<file path="src/sv/scm_pkg.sv">
package scm_pkg;

    localparam int FA_W       = 14;
    localparam int VAL_W      = 16;
    localparam int OUT_W      = 32;
    localparam int ACC_W      = 36;
    localparam int CH_W       = 3;
    localparam int CFG_IDX_W  = 2;
    localparam int CFG_DATA_W = 5;
    localparam int DIM_W      = 5;
    localparam int CHN_W      = 4;
    localparam int CLAMP_W    = 7;

    localparam int DEF_MAX_HEIGHT = 16;
    localparam int DEF_MAX_WIDTH  = 16;
    localparam int DEF_MAX_CIN    = 8;
    localparam int DEF_MAX_COUT   = 8;

    localparam logic [DIM_W-1:0] RST_MAP_HEIGHT   = 5'd16;
    localparam logic [DIM_W-1:0] RST_MAP_WIDTH    = 5'd16;
    localparam logic [CHN_W-1:0] RST_CHANNELS_IN  = 4'd8;
    localparam logic [CHN_W-1:0] RST_CHANNELS_OUT = 4'd8;

    localparam logic OP_LOAD    = 1'b0;
    localparam logic OP_FEATURE = 1'b1;

    typedef enum logic [CFG_IDX_W-1:0] {
        REG_MAP_HEIGHT   = 2'd0,
        REG_MAP_WIDTH    = 2'd1,
        REG_CHANNELS_IN  = 2'd2,
        REG_CHANNELS_OUT = 2'd3
    } cfg_reg_t;

    typedef struct packed {
        logic issue;
        logic clear;
    } mac_ctrl_t;

    // zero acts as one, anything above the limit acts as the limit
    function automatic logic [CLAMP_W-1:0] clamp_reg(input logic [CLAMP_W-1:0] v,
                                                     input logic [CLAMP_W-1:0] maxv);
        logic [CLAMP_W-1:0] r;
        if (v == '0)
        begin
            r = CLAMP_W'(1);
        end
        else if (v > maxv)
        begin
            r = maxv;
        end
        else
        begin
            r = v;
        end
        return r;
    endfunction

endpackage

</file>
<file path="src/sv/scm_cmac.sv">
module scm_cmac #(
    parameter int MAX_COUT = scm_pkg::DEF_MAX_COUT,
    localparam int CO_W = (MAX_COUT > 1) ? $clog2(MAX_COUT) : 1
) (
    input  logic                              clk,
    input  logic                              rst_n,
    input  scm_pkg::mac_ctrl_t                ctrl,
    input  logic [CO_W-1:0]                   co,
    input  logic signed [scm_pkg::VAL_W-1:0]  feat_real,
    input  logic signed [scm_pkg::VAL_W-1:0]  feat_imag,
    input  logic [2*scm_pkg::VAL_W-1:0]       filter_word,
    output logic                              busy,
    output logic signed [scm_pkg::OUT_W-1:0]  sat_real,
    output logic signed [scm_pkg::OUT_W-1:0]  sat_imag,
    output logic                              sat_flag
);

    import scm_pkg::*;

    localparam int P_W = 2 * VAL_W;
    localparam int EXT_W = ACC_W - P_W;

    logic            v1_reg, v2_reg;
    logic [CO_W-1:0] co1_reg, co2_reg;
    logic signed [P_W-1:0] p_rr_reg, p_ii_reg, p_ir_reg, p_ri_reg;
    logic signed [ACC_W-1:0] acc_re_reg [MAX_COUT];
    logic signed [ACC_W-1:0] acc_im_reg [MAX_COUT];

    logic signed [VAL_W-1:0] wr, wi;
    logic [CO_W-1:0]         rd_idx;
    logic signed [ACC_W-1:0] acc_re_cur, acc_im_cur;
    logic signed [ACC_W-1:0] acc_re_next, acc_im_next;
    logic                    re_ok, im_ok;

    assign wr = filter_word[VAL_W-1:0];
    assign wi = filter_word[P_W-1:VAL_W];

    always_ff @(posedge clk or negedge rst_n)
    begin
        if (!rst_n)
        begin
            v1_reg  <= 1'b0;
            v2_reg  <= 1'b0;
            co1_reg <= '0;
            co2_reg <= '0;
        end
        else
        begin
            v1_reg  <= ctrl.issue;
            v2_reg  <= v1_reg;
            co1_reg <= co;
            co2_reg <= co1_reg;
        end
    end

    always_ff @(posedge clk)
    begin
        if (v1_reg)
        begin
            p_rr_reg <= feat_real * wr;
            p_ii_reg <= feat_imag * wi;
            p_ir_reg <= feat_imag * wr;
            p_ri_reg <= feat_real * wi;
        end
    end

    // x * conj(w): re += fr*wr + fi*wi, im += fi*wr - fr*wi
    assign rd_idx     = v2_reg ? co2_reg : co;
    assign acc_re_cur = acc_re_reg[rd_idx];
    assign acc_im_cur = acc_im_reg[rd_idx];
    assign acc_re_next = acc_re_cur + {{EXT_W{p_rr_reg[P_W-1]}}, p_rr_reg}
                                    + {{EXT_W{p_ii_reg[P_W-1]}}, p_ii_reg};
    assign acc_im_next = acc_im_cur + {{EXT_W{p_ir_reg[P_W-1]}}, p_ir_reg}
                                    - {{EXT_W{p_ri_reg[P_W-1]}}, p_ri_reg};

    always_ff @(posedge clk or negedge rst_n)
    begin
        if (!rst_n)
        begin
            for (int i = 0; i < MAX_COUT; i++)
            begin
                acc_re_reg[i] <= '0;
                acc_im_reg[i] <= '0;
            end
        end
        else if (ctrl.clear)
        begin
            for (int i = 0; i < MAX_COUT; i++)
            begin
                acc_re_reg[i] <= '0;
                acc_im_reg[i] <= '0;
            end
        end
        else if (v2_reg)
        begin
            acc_re_reg[co2_reg] <= acc_re_next;
            acc_im_reg[co2_reg] <= acc_im_next;
        end
    end

    assign re_ok = (&acc_re_cur[ACC_W-1:OUT_W-1]) | ~(|acc_re_cur[ACC_W-1:OUT_W-1]);
    assign im_ok = (&acc_im_cur[ACC_W-1:OUT_W-1]) | ~(|acc_im_cur[ACC_W-1:OUT_W-1]);

    assign sat_real = re_ok ? acc_re_cur[OUT_W-1:0] :
                      (acc_re_cur[ACC_W-1] ? {1'b1, {(OUT_W-1){1'b0}}}
                                           : {1'b0, {(OUT_W-1){1'b1}}});
    assign sat_imag = im_ok ? acc_im_cur[OUT_W-1:0] :
                      (acc_im_cur[ACC_W-1] ? {1'b1, {(OUT_W-1){1'b0}}}
                                           : {1'b0, {(OUT_W-1){1'b1}}});
    assign sat_flag = ~(re_ok & im_ok);
    assign busy     = v1_reg | v2_reg;

endmodule

</file>
<file path="config.mk">
export PLATFORM = sky130hd
export DESIGN_NAME = scm_cmac
export DESIGN_NICKNAME = d
export VERILOG_FILES = /design/src/sv/scm_pkg.sv /design/src/sv/scm_cmac.sv
export SDC_FILE = /design/constraint.sdc
export NUM_CORES = 2
export LEC_CHECK = 0
export ABC_AREA = 1
export BUFFER_PORTS_ARGS = -buffer_cell sky130_fd_sc_hd__buf_2
export CAP_MARGIN = 20
export CORE_MARGIN = 10
export CORE_UTILIZATION = 40
export CTS_BUF_LIST = sky130_fd_sc_hd__clkbuf_4 sky130_fd_sc_hd__clkbuf_8
export DETAILED_ROUTE_END_ITERATION = 16
export PLACE_DENSITY = 0.62
export SLEW_MARGIN = 20
export SYNTH_ARGS = -nofsm -noshare
export SYNTH_HDL_FRONTEND = slang
export SYNTH_SLANG_ARGS = --single-unit
</file>
<file path="constraint.sdc">
create_clock -name clk -period 3.95 [get_ports clk]
set_input_delay 0.9875 -clock clk [delete_from_list [all_inputs] [get_ports clk]]
set_output_delay 0.9875 -clock clk [all_outputs]
set_load 0.03 [all_outputs]
</file>
==> results.ini <==
[run_status]
outcome=finished, violations left
violations=negative setup slack

[global_route]
overflow=0
antenna_found_initial=10
grt_max_degree=81
grt_usage_pct=26.2
grt_pass1_vias=76363
grt_first_pass_wirelength_mm=443

[floorplanning]
ioPinCount=137
die_width_um=466
core_area_mm2=0.198
initial_core_util_pct=40.2
die_area_mm2=0.217
rows=163
die_h_um=466

[worst_hold_path]
hold_path_class=in -> async

[yosys]
syn_inst=10155
ys_ff_latch=712
synthFlopType=sky130_fd_sc_hd__dfrtp_1
synth.yosys.warnings=0
synth_edf_count=128
synth.yosys.seq_area_share_pct=23.2
syn_avg_cell_area_um2=7.83
synthesis.area_mm2=0.0795
synthDistinctLibCells=43
synth_fp_nets=11745
synthArstFlopShare_pct=82.0

[critical_path]
critPathLaunch=feat_real[15]
cp.required_ns=4.60
cp-start-kind=input port
worst-path-max-fanout=5
path_common_cell=sky130_fd_sc_hd__fa_1
arrival_time_at_the_worst_endpoint_ns=6.01
cp-end-kind=register
timing.critical_path.to=p_ri_reg[27]
critical_path_class=in -> reg
slack_of_the_worst_reg_to_reg_path_ns=-0.57
path_cells=buf_12 -> buf_12 -> nand2_4 -> inv_4 -> fa_2 -> buf_6 -> fa_1 -> fa_2 -> fa_1 -> fa_1 -> inv_2 -> fa_1 -> inv_2 -> ha_4 -> buf_8 -> nand2_8 -> nor2_4 -> inv_2 -> nor3_4 -> nand4_1 -> nand3_1 -> nand2_1 -> inv_1 -> nor2_2
timing.reg2reg.worst_path_depth=22
critPathMaxStageDelay_ns=0.67
worst_path_slowest_cell=sky130_fd_sc_hd__fa_2
r2r-end=acc_im_reg[178]
timing.rr.start=v2_reg

[cells_and_area]
layout.core_utilization_pct=54.7
postLayoutCellArea_mm2=0.108
area.growth.synth_to_final_pct=35.8
most_common_cell_after_layout_fill_and_taps_aside=sky130_fd_sc_hd__nand2_1
final_cell_mix=2,508 x sky130_fd_sc_hd__nand2_1, 1,931 x sky130_fd_sc_hd__inv_1, 1,242 x sky130_fd_sc_hd__buf_4, 1,014 x sky130_fd_sc_hd__fa_1, 582 x sky130_fd_sc_hd__dfrtp_1
post_route_cells_drive_above_1_share_pct=28.0
num-nets-final=13218

[timing]
final-setup-viol-count=630
timing.final.max_slew_violations=0
timing.fmax_mhz=187
finalWorstPathRequiredPeriod_ns=5.36
fin_crit_sh_pct=136
timing_hold_violations_final=0
slew-limit-headroom_pct=36.5
layout_setup_ws_ns=-1.41
tightestPinTransition_ns=0.953
clock_skew_ns=0.0589
grt_setup_unrepaired=yes

[routing]
drt_first_iter_violations=6541
route.antenna.remaining_nets=0
routed_wl_mm=293
average_wire_per_cell_in_the_routed_design_um=20.4
viasPerCell=5.16
drc=0
route.vias.total=74136
dr.pass1.iters=8

[placed_design]
port_buffer_cells=136
dp_hpwl_mm=218
placed_cell_area_mm2=0.0972
place_ws_ns=-2.85
globalplace.congestion=0.984

[clock_tree]
tritoncts=built
cts-buffers-inserted=136
clock_latency_ns=0.96
clockBufferDepth=3
htreeDepth=4
cts_sinks=712
cts.reportedPaths.clkPinSlew_ns=0.06
ctsRootBufferMaster=sky130_fd_sc_hd__clkbuf_8
number_of_hold_buffers_added_after_cts=0

[flow_run]
timing.max_cap.violations=0

[metal layers]
metal  global-route usage (%)  part of all wire (%)
met5                        0                 0.014
met4                     11.4                   5.0
met3                     4.73                   7.8
met2                     42.4                    47
met1                     34.3                    41
[area by class of cell]
cell class,count,area (um2)
clock buffers,196,2470
clock inverters,43,499
flip-flops and latches,712,18500
fillers,17741,89600
multi-input cells,6815,57700
inverters,2198,8320
well taps,2640,3300
repair buffers,1765,17200
diodes,4,10.0
[Yosys cell counts (43+ instances only)]
library cell	n	area share (%)
sky130_fd_sc_hd__nand4_1	43	0.34
sky130_fd_sc_hd__dfrtp_1	584	18
sky130_fd_sc_hd__buf_2	63	0.40
sky130_fd_sc_hd__inv_1	2183	10
sky130_fd_sc_hd__o22ai_1	100	0.79
sky130_fd_sc_hd__nor2_1	471	2.2
sky130_fd_sc_hd__o21ai_1	83	0.52
sky130_fd_sc_hd__edfxtp_1	128	4.8
sky130_fd_sc_hd__clkbuf_1	332	1.6
sky130_fd_sc_hd__ha_1	400	6.3
sky130_fd_sc_hd__nand3_1	594	3.7
sky130_fd_sc_hd__fa_1	1119	28
sky130_fd_sc_hd__xor2_1	72	0.79
sky130_fd_sc_hd__o21ai_0	540	3.4
sky130_fd_sc_hd__a21oi_1	310	2.0
sky130_fd_sc_hd__nand2_1	2785	13
sky130_fd_sc_hd__xnor2_1	77	0.85
[critical path: cells and delay by family]
family / cells / cell delay (ns)
buffers and inverters: 9 / 0.79
adder cells (fa/ha/maj): 7 / 3.42
AND/OR/NAND/NOR: 8 / 0.80
[worst min-delay path by stage]
| stage | startpoint | to | slack (ns) | cells past startpoint |
|---|---|---|---|---|
| finish | rst_n | acc_im_reg[187] | 0.04 | 1 |
| global route | rst_n | acc_im_reg[44] | 0.07 | 1 |
| CTS | rst_n | acc_im_reg[187] | 0.0006 | 1 |
| detailed placement | co1_reg[0] | co2_reg[0] | 0.34 | 0 |
| global placement | co1_reg[0] | co2_reg[0] | 0.33 | 0 |
| floorplan | co1_reg[0] | co2_reg[0] | 0.33 | 0 |
[timing repair]
item                                    CTS  global route
gates cloned                             19            13
setup buffers                           127           110
gates resized for setup                 688           693
hold endpoints to repair                  0             0
pin swaps                               353           465
endpoints found under the setup margin  655           675
[per-stage QoR]
stage / hold WS [ns] / instances / TNS (ns)
5_1_grt: 0.0657 / 14372 / -403.02
2_1_floorplan: 0.331 / 10155 / -144.98
6_report: 0.0370 / 14373 / -270.41
4_1_cts: 0.000572 / 14259 / -246.39
3_3_place_gp: 0.332 / 13888 / -593.87
3_5_place_dp: 0.337 / 13888 / -620.09
[kinds of logic after synthesis]
| kind of cell | Yosys count | share of synthesized area (%) |
|---|---|---|
| adder cells (fa/ha/maj) | 1519 | 34.5 |
| AO/OA/AOI/OAI | 1141 | 7.70 |
| AND/OR/NAND/NOR | 4006 | 20.3 |
| flip-flops | 712 | 23.2 |
| buffers and inverters | 2628 | 12.6 |
| XOR/XNOR | 149 | 1.64 |
Power is left out: the tool's default activity adds up to more than one toggle a clock period on the data nets, which glitch-free logic cannot reach.
